**config.mk**
```make
export PLATFORM = sky130hd
export DESIGN_NAME = signed_binary_to_decimal_ascii_unit
export DESIGN_NICKNAME = d
export VERILOG_FILES = /design/src/sbda_pkg.sv /design/src/signed_binary_to_decimal_ascii_unit.sv
export SDC_FILE = /design/constraint.sdc
export NUM_CORES = 1
export LEC_CHECK = 0
export BUFFER_PORTS_ARGS = -buffer_cell sky130_fd_sc_hd__buf_2
export CORE_AREA = 2 2 125 127
export DETAILED_ROUTE_END_ITERATION = 16
export DIE_AREA = 0 0 127 129
export HOLD_SLACK_MARGIN = 0.05
export PLACE_DENSITY = 0.62
export SLEW_MARGIN = 40
export SYNTH_ARGS = -nofsm -noshare
export SYNTH_HDL_FRONTEND = slang
export SYNTH_SLANG_ARGS = --single-unit
```
**constraint.sdc**
```tcl
create_clock -name clk -period 2.2 [get_ports clk]
set_clock_uncertainty 0.05 [all_clocks]
set_input_delay 0.44 -clock clk [delete_from_list [all_inputs] [get_ports clk]]
set_output_delay 0.44 -clock clk [all_outputs]
set_load 0.1 [all_outputs]
```
**src/sbda_pkg.sv**
```systemverilog
`timescale 1ns / 1ps
// sbda_pkg: widths and character codes for the signed binary to decimal ascii unit
// no dependencies

package sbda_pkg;

    // width of the signed input value (range 4 to 64)
    localparam int VALUE_WIDTH = 32;

    // decimal digits needed for the largest magnitude, 2^(VALUE_WIDTH-1)
    localparam int DIGIT_COUNT = ((VALUE_WIDTH - 1) * 30103) / 100000 + 1;
    localparam int BCD_WIDTH   = DIGIT_COUNT * 4;

    // stream data widths, rounded up to whole bytes
    localparam int TDATA_IN_WIDTH = ((VALUE_WIDTH + 7) / 8) * 8;
    localparam int CHAR_WIDTH     = 8;

    // counters
    localparam int BIT_CNT_WIDTH   = $clog2(VALUE_WIDTH);
    localparam int DIGIT_CNT_WIDTH = $clog2(DIGIT_COUNT + 1);

    // ascii codes
    localparam logic [CHAR_WIDTH-1:0] CHAR_ZERO    = 8'd48;
    localparam logic [CHAR_WIDTH-1:0] CHAR_NINE    = 8'd57;
    localparam logic [CHAR_WIDTH-1:0] CHAR_MINUS   = 8'd45;
    localparam logic [CHAR_WIDTH-1:0] CHAR_NEWLINE = 8'd10;

endpackage

```
**src/signed_binary_to_decimal_ascii_unit.sv**
```systemverilog
`timescale 1ns / 1ps
// signed_binary_to_decimal_ascii_unit: renders a signed integer as decimal ascii text
// depends on sbda_pkg (widths, ascii codes)
//
// channel   dir  width                   contents
// s_axis    in   sbda_pkg::TDATA_IN_WIDTH value (signed, lowest bits), zero padded
// m_axis    out  8 + tlast               character, tlast on the closing newline
//
// sequence: an accept in idle, the bit-serial double-dabble loop over every input
// bit, a skip step per leading zero digit plus a closing one, then the characters
// one at a time as the output register frees
// reset: rst_n asynchronous, active low, returns to idle with no output pending
// stalls: a low m_axis_tready freezes the character sequencer; the last
// character sits in the output register while the next value is taken

module signed_binary_to_decimal_ascii_unit
(
    input  logic                                clk,
    input  logic                                rst_n,

    input  logic                                s_axis_tvalid,
    output logic                                s_axis_tready,
    input  logic [sbda_pkg::TDATA_IN_WIDTH-1:0] s_axis_tdata,   // [VALUE_WIDTH-1:0] value

    output logic                                m_axis_tvalid,
    input  logic                                m_axis_tready,
    output logic [sbda_pkg::CHAR_WIDTH-1:0]     m_axis_tdata,   // [7:0] character
    output logic                                m_axis_tlast    // last_char
);

    typedef enum logic [2:0]
    {
        ST_IDLE,
        ST_CONV,
        ST_SKIP,
        ST_SIGN,
        ST_DIGIT,
        ST_NL
    } state_t;

    state_t                                 state_reg;
    logic [sbda_pkg::VALUE_WIDTH-1:0]       mag_reg;      // magnitude, shifted out msb first
    logic [sbda_pkg::BCD_WIDTH-1:0]         bcd_reg;      // packed bcd digits, most significant on top
    logic [sbda_pkg::BCD_WIDTH-1:0]         bcd_next;
    logic                                   neg_reg;
    logic [sbda_pkg::BIT_CNT_WIDTH-1:0]     bit_cnt_reg;
    logic [sbda_pkg::DIGIT_CNT_WIDTH-1:0]   digit_cnt_reg; // digits still in bcd_reg
    logic                                   out_valid_reg;
    logic [sbda_pkg::CHAR_WIDTH-1:0]        out_char_reg;
    logic                                   out_last_reg;

    logic [sbda_pkg::VALUE_WIDTH-1:0]       in_value;
    logic                                   in_neg;
    logic [3:0]                             top_digit;
    logic                                   out_load;     // output register free this cycle
    logic                                   char_emit;    // a character enters the output register
    logic                                   in_accept;

    assign in_value  = s_axis_tdata[sbda_pkg::VALUE_WIDTH-1:0];
    assign in_neg    = in_value[sbda_pkg::VALUE_WIDTH-1];
    assign top_digit = bcd_reg[sbda_pkg::BCD_WIDTH-1 -: 4];
    assign out_load  = !out_valid_reg || m_axis_tready;
    assign char_emit = out_load && (state_reg inside {ST_SIGN, ST_DIGIT, ST_NL});

    assign s_axis_tready = (state_reg == ST_IDLE);
    assign in_accept     = s_axis_tvalid && s_axis_tready;

    assign m_axis_tvalid = out_valid_reg;
    assign m_axis_tdata  = out_char_reg;
    assign m_axis_tlast  = out_last_reg;

    // double-dabble step: add 3 to every digit of 5 or more, then shift in the next bit
    always_comb
    begin
        logic [sbda_pkg::BCD_WIDTH-1:0] corr;
        logic [3:0]                     d;
        corr = '0;
        d    = '0;
        for (int i = 0; i < sbda_pkg::DIGIT_COUNT; i++)
        begin
            d = bcd_reg[4*i +: 4];
            corr[4*i +: 4] = (d >= 4'd5) ? d + 4'd3 : d;
        end
        bcd_next = {corr[sbda_pkg::BCD_WIDTH-2:0], mag_reg[sbda_pkg::VALUE_WIDTH-1]};
    end

    always_ff @(posedge clk or negedge rst_n)
    begin
        if (!rst_n)
        begin
            state_reg     <= ST_IDLE;
            mag_reg       <= '0;
            bcd_reg       <= '0;
            neg_reg       <= 1'b0;
            bit_cnt_reg   <= '0;
            digit_cnt_reg <= '0;
            out_valid_reg <= 1'b0;
            out_char_reg  <= '0;
            out_last_reg  <= 1'b0;
        end
        else
        begin
            // a taken character leaves unless a new one replaces it
            if (char_emit)
            begin
                out_valid_reg <= 1'b1;
            end
            else if (m_axis_tready)
            begin
                out_valid_reg <= 1'b0;
            end

            case (state_reg)
                ST_IDLE:
                begin
                    if (in_accept)
                    begin
                        // the most negative value negates to 2^(VALUE_WIDTH-1) unsigned
                        mag_reg     <= in_neg ? (~in_value + 1'b1) : in_value;
                        neg_reg     <= in_neg;
                        bcd_reg     <= '0;
                        bit_cnt_reg <= sbda_pkg::BIT_CNT_WIDTH'(sbda_pkg::VALUE_WIDTH - 1);
                        state_reg   <= ST_CONV;
                    end
                end

                ST_CONV:
                begin
                    bcd_reg <= bcd_next;
                    mag_reg <= mag_reg << 1;
                    if (bit_cnt_reg == '0)
                    begin
                        digit_cnt_reg <= sbda_pkg::DIGIT_CNT_WIDTH'(sbda_pkg::DIGIT_COUNT);
                        state_reg     <= ST_SKIP;
                    end
                    else
                    begin
                        bit_cnt_reg <= bit_cnt_reg - 1'b1;
                    end
                end

                ST_SKIP:
                begin
                    // drop leading zeros but keep at least one digit
                    if (top_digit == 4'd0 && digit_cnt_reg > sbda_pkg::DIGIT_CNT_WIDTH'(1))
                    begin
                        bcd_reg       <= bcd_reg << 4;
                        digit_cnt_reg <= digit_cnt_reg - 1'b1;
                    end
                    else
                    begin
                        state_reg <= neg_reg ? ST_SIGN : ST_DIGIT;
                    end
                end

                ST_SIGN:
                begin
                    if (out_load)
                    begin
                        out_char_reg  <= sbda_pkg::CHAR_MINUS;
                        out_last_reg  <= 1'b0;
                        state_reg     <= ST_DIGIT;
                    end
                end

                ST_DIGIT:
                begin
                    if (out_load)
                    begin
                        out_char_reg  <= sbda_pkg::CHAR_ZERO + {4'b0000, top_digit};
                        out_last_reg  <= 1'b0;
                        bcd_reg       <= bcd_reg << 4;
                        digit_cnt_reg <= digit_cnt_reg - 1'b1;
                        if (digit_cnt_reg == sbda_pkg::DIGIT_CNT_WIDTH'(1))
                        begin
                            state_reg <= ST_NL;
                        end
                    end
                end

                ST_NL:
                begin
                    if (out_load)
                    begin
                        out_char_reg  <= sbda_pkg::CHAR_NEWLINE;
                        out_last_reg  <= 1'b1;
                        state_reg     <= ST_IDLE;
                    end
                end

                default:
                begin
                    state_reg <= ST_IDLE;
                end
            endcase
        end
    end

`ifndef SYNTH
    // one value at a time: the converter is busy right after taking a value
    assert property (@(posedge clk) disable iff (!rst_n)
        (s_axis_tvalid && s_axis_tready) |=> !s_axis_tready)
    else $error("value accepted while conversion still running");

    // only the newline closes a run
    assert property (@(posedge clk) disable iff (!rst_n)
        (m_axis_tvalid && m_axis_tlast) |-> (m_axis_tdata == sbda_pkg::CHAR_NEWLINE))
    else $error("last character is not a newline");

    // every other character is a minus sign or a decimal digit
    assert property (@(posedge clk) disable iff (!rst_n)
        (m_axis_tvalid && !m_axis_tlast) |->
        ((m_axis_tdata == sbda_pkg::CHAR_MINUS) ||
         ((m_axis_tdata >= sbda_pkg::CHAR_ZERO) && (m_axis_tdata <= sbda_pkg::CHAR_NINE))))
    else $error("unexpected character in run");

    // the digit sequencer never runs out of digits before the newline
    assert property (@(posedge clk) disable iff (!rst_n)
        (state_reg == ST_DIGIT) |-> (digit_cnt_reg != '0))
    else $error("digit count exhausted while emitting digits");
`endif

endmodule

```
==> flow_summary_export.csv <==
group,metric,value,unit
status,status,"finished clean",
timing,fmax,484,MHz
synthesis,yosys_warnings,0,
worst_setup_path,crit_top_cell,"or4_4",
place,placed_cells,902,
final_layout,fin_util,46.2,%
cts,cts_tree,"done",
power,power.leakage,3.04,nW
drt,first_pass_iters,5,
final_layout,layout_commonest_cell,"dfrtp_1",
timing,min_period,2.07,ns
power,totalPowerFinal,9.51,mW
place,hpwl,9790,um
drt,via_per_inst,5.60,
timing,max_slew_margin,56.7,%
worst_setup_path,slowest_stage,"or4_4",
floorplan,rows,45,
floorplan,chipHeight,129,um
drt,wl,13600,um
worst_setup_path,cp_cell_sequence,"buf_2 > or4_4 > or4_4 > or2_4 > a211oi_2 > nand3_1",
final_layout,largest_reg_flops,40,
worst_setup_path,cp.depth,6,
drt,routedWlPerCell,14.8,um
cts,path_clk_slew,0.07,ns
synthesis,yosysUniqueCellTypes,55,
worst_setup_path,r2r_slack,0.17,ns
synthesis,async_flop_share,100,%
run,maxCapViolations,0,
timing,rsz0062_at_grt,"false",
worst_setup_path,critPathKind,"in -> reg",
cts,cts_sinks,93,
worst_setup_path,cp_slowest_stage_delay,0.55,ns
cts,htree_levels,3,
drt,drc,0,
worst_setup_path,reg2reg_depth,8,
final_layout,drive_gt1_share,17.5,%
drt,vias,5144,
place,place_congestion,0.843,
final_layout,layout_common_cells,"91 x dfrtp_1, 58 x nor2_1, 57 x o21ai_0",
cts,cts_buffers,9,
global_routing,grt_max_degree,51,
synthesis,synth-edff-count,0,
synthesis,syn-cell-area,0.00591,mm^2
floorplan,ios,47,
power,peakVddDrop,0.000561,V
worst_setup_path,cp-start-kind,"input port",
worst_setup_path,path_max_fanout,11,
place,io_buffers,44,
worst_setup_path,worstPathArrival,2.24,ns
power,powerDensity,1370,mW/mm^2
global_routing,grt_first_pass_wirelength,24200,um
timing,tightest_slew,0.647,ns
synthesis,synth_area_per_cell,8.84,um^2
cts,clock_path_buffers,2,
global_routing,grt_pass1_vias,4993,
floorplan,initial_core_util,39.5,%
cts,root_buffer,"clkbuf_16",
final_layout,num_antenna_cells,0,
drt,ant_nets,0,
min_path,min_path_cells,3,
timing,hold_violations,0,
synthesis,synthFlopType,"dfrtp_1",
global_routing,antenna_found_initial,0,
worst_setup_path,required,2.37,ns
worst_setup_path,cp_top_family,"simple AND/OR/NAND/NOR gates",
final_layout,syn2layout_area_growth,17.1,%
global_routing,gr-total-overflow,0,
cts,post-cts-setup-buffers,0,
synthesis,synth_seq_cells,93,
cts,clk_latency,0.36,ns
min_path,hp-class,"in -> reg",
timing,setup_viol,0,
synthesis,syn-instance-count,669,
final_layout,fin_cells,919,
drt,drt_iter0_markers,255,
floorplan,die_width,127,um
timing,drv_slew,0,
timing,tns,0,ns
floorplan,dieArea,0.0164,mm^2
floorplan,core_region_area,0.0150,mm^2
final_layout,nNetsFinal,786,
timing,post-route-period-util,94.0,%
synthesis,ys_seq_area_share,39.4,%
worst_setup_path,cp_num_buf_inv,1,
global_routing,grt_usage,17.9,%
worst_setup_path,critPathCaptureType,"flop",
-- timing repair --
| item | in CTS | in global routing |
|---|---|---|
| gates resized for setup | 0 | 2 |
| hold buffers | 1 | 0 |
| endpoints found under the hold margin | 29 | 0 |
| endpoints found under the setup margin | 0 | 11 |
-- cells by family (layout without fill, tap and decap cells) --
group                      count (synthesis)  after routing  synth area share, %
AOI/OAI and AO/OA                        244            244                 27.1
xor gates and xnor gates                  40             40                 5.93
adders and majority gates                 24             24                 5.08
buffers and inverters                     75            136                 5.29
DFF                                       93             93                 39.4
muxes                                     12             12                 2.03
other                                      1              2               0.0634
and+or+nand+nor                          180            180                 15.1
-- layout make-up --
type                    instances  area [um^2]
fillers                      1458         8060
flip-flops and latches         93         2330
multi-input cells             502         3320
inverters                      31          116
clock buffers                   9          225
well taps                     188          235
clock inverters                 7         65.1
repair buffers                 89          628
-- worst reg2reg max path, cell delays in order, from the launching register on --
cell and delay [ns]:
dfrtp_1 0.43, inv_1 0.08, ha_1 0.19, nor2_1 0.06, o311ai_1 0.37, a22oi_2 0.17, buf_12 0.21, buf_4 0.19
a22o_1 0.20
-- through the flow --
stage / hold WS, ns / instance area, um^2 / setup slack, ns
finish: 0.315 / 6920 / 0.132
global route: 0.340 / 6920 / 0.0392
CTS: 0.306 / 6920 / 0.0992
detailed placement: 0.362 / 6620 / -0.226
global placement: 0.361 / 6620 / -0.179
floorplan: 0.0944 / 5960 / -0.154
-- path summary, 6_finish.rpt --
| path | startpoint | end |
|---|---|---|
| min in group asynchronous | rst_n | bcd_reg[35] |
| setup reg to reg | digit_cnt_reg[0] | bcd_reg[23] |
| max in group asynchronous | rst_n | mag_reg[19] |
| setup / recovery | s_axis_tdata[10] | mag_reg[30] |
| hold reg to reg | bit_cnt_reg[4] | state_reg[1] |
| hold / removal | s_axis_tdata[29] | mag_reg[29] |
-- per-layer routing --
layer | routed length, um | vias to the layer above | track usage [%]
met5 | 0 | - | 0
met4 | 197 | 0 | 6.66
met3 | 509 | 15 | 2.45
met2 | 6450 | 115 | 29.5
met1 | 6440 | 2466 | 24.1
li1 | - | 2548 | -
-- power breakdown --
part / leakage [nW] / total (mW) / switching (mW) / internal [mW]
clock network: 0.140 / 1.54 / 0.748 / 0.795
registers: 1.15 / 3.24 / 0.757 / 2.48
logic: 1.75 / 4.72 / 2.70 / 2.03
-- cell usage after synthesis (3+ instances only) --
| library cell | number | area [um^2] |
|---|---|---|
| dfrtp_1 | 93 | 2330 |
| nor2_1 | 59 | 221 |
| o21ai_0 | 59 | 295 |
| a21oi_1 | 56 | 280 |
| a22oi_1 | 55 | 413 |
| nand2_1 | 41 | 154 |
| inv_1 | 31 | 116 |
| clkbuf_1 | 29 | 109 |
| xor2_1 | 25 | 219 |
| ha_1 | 24 | 300 |
| nand2b_1 | 22 | 138 |
| o31ai_1 | 21 | 158 |
| xnor2_1 | 15 | 131 |
| nor3_1 | 14 | 70.1 |
| mux2i_1 | 12 | 120 |
| a22o_1 | 11 | 96.3 |
| nand3_1 | 11 | 55.1 |
| a32oi_1 | 9 | 78.8 |
| buf_2 | 7 | 35.0 |
| nor4_1 | 6 | 37.5 |
| o21ai_1 | 6 | 30.0 |
| o22ai_1 | 6 | 37.5 |
| nor3b_1 | 5 | 37.5 |
| buf_1 | 4 | 15.0 |
| or3_1 | 4 | 25.0 |
| and3_1 | 3 | 18.8 |
| nor2b_1 | 3 | 18.8 |
| o41ai_2 | 3 | 48.8 |
No activity file was read; power rests on OpenSTA's default activity.
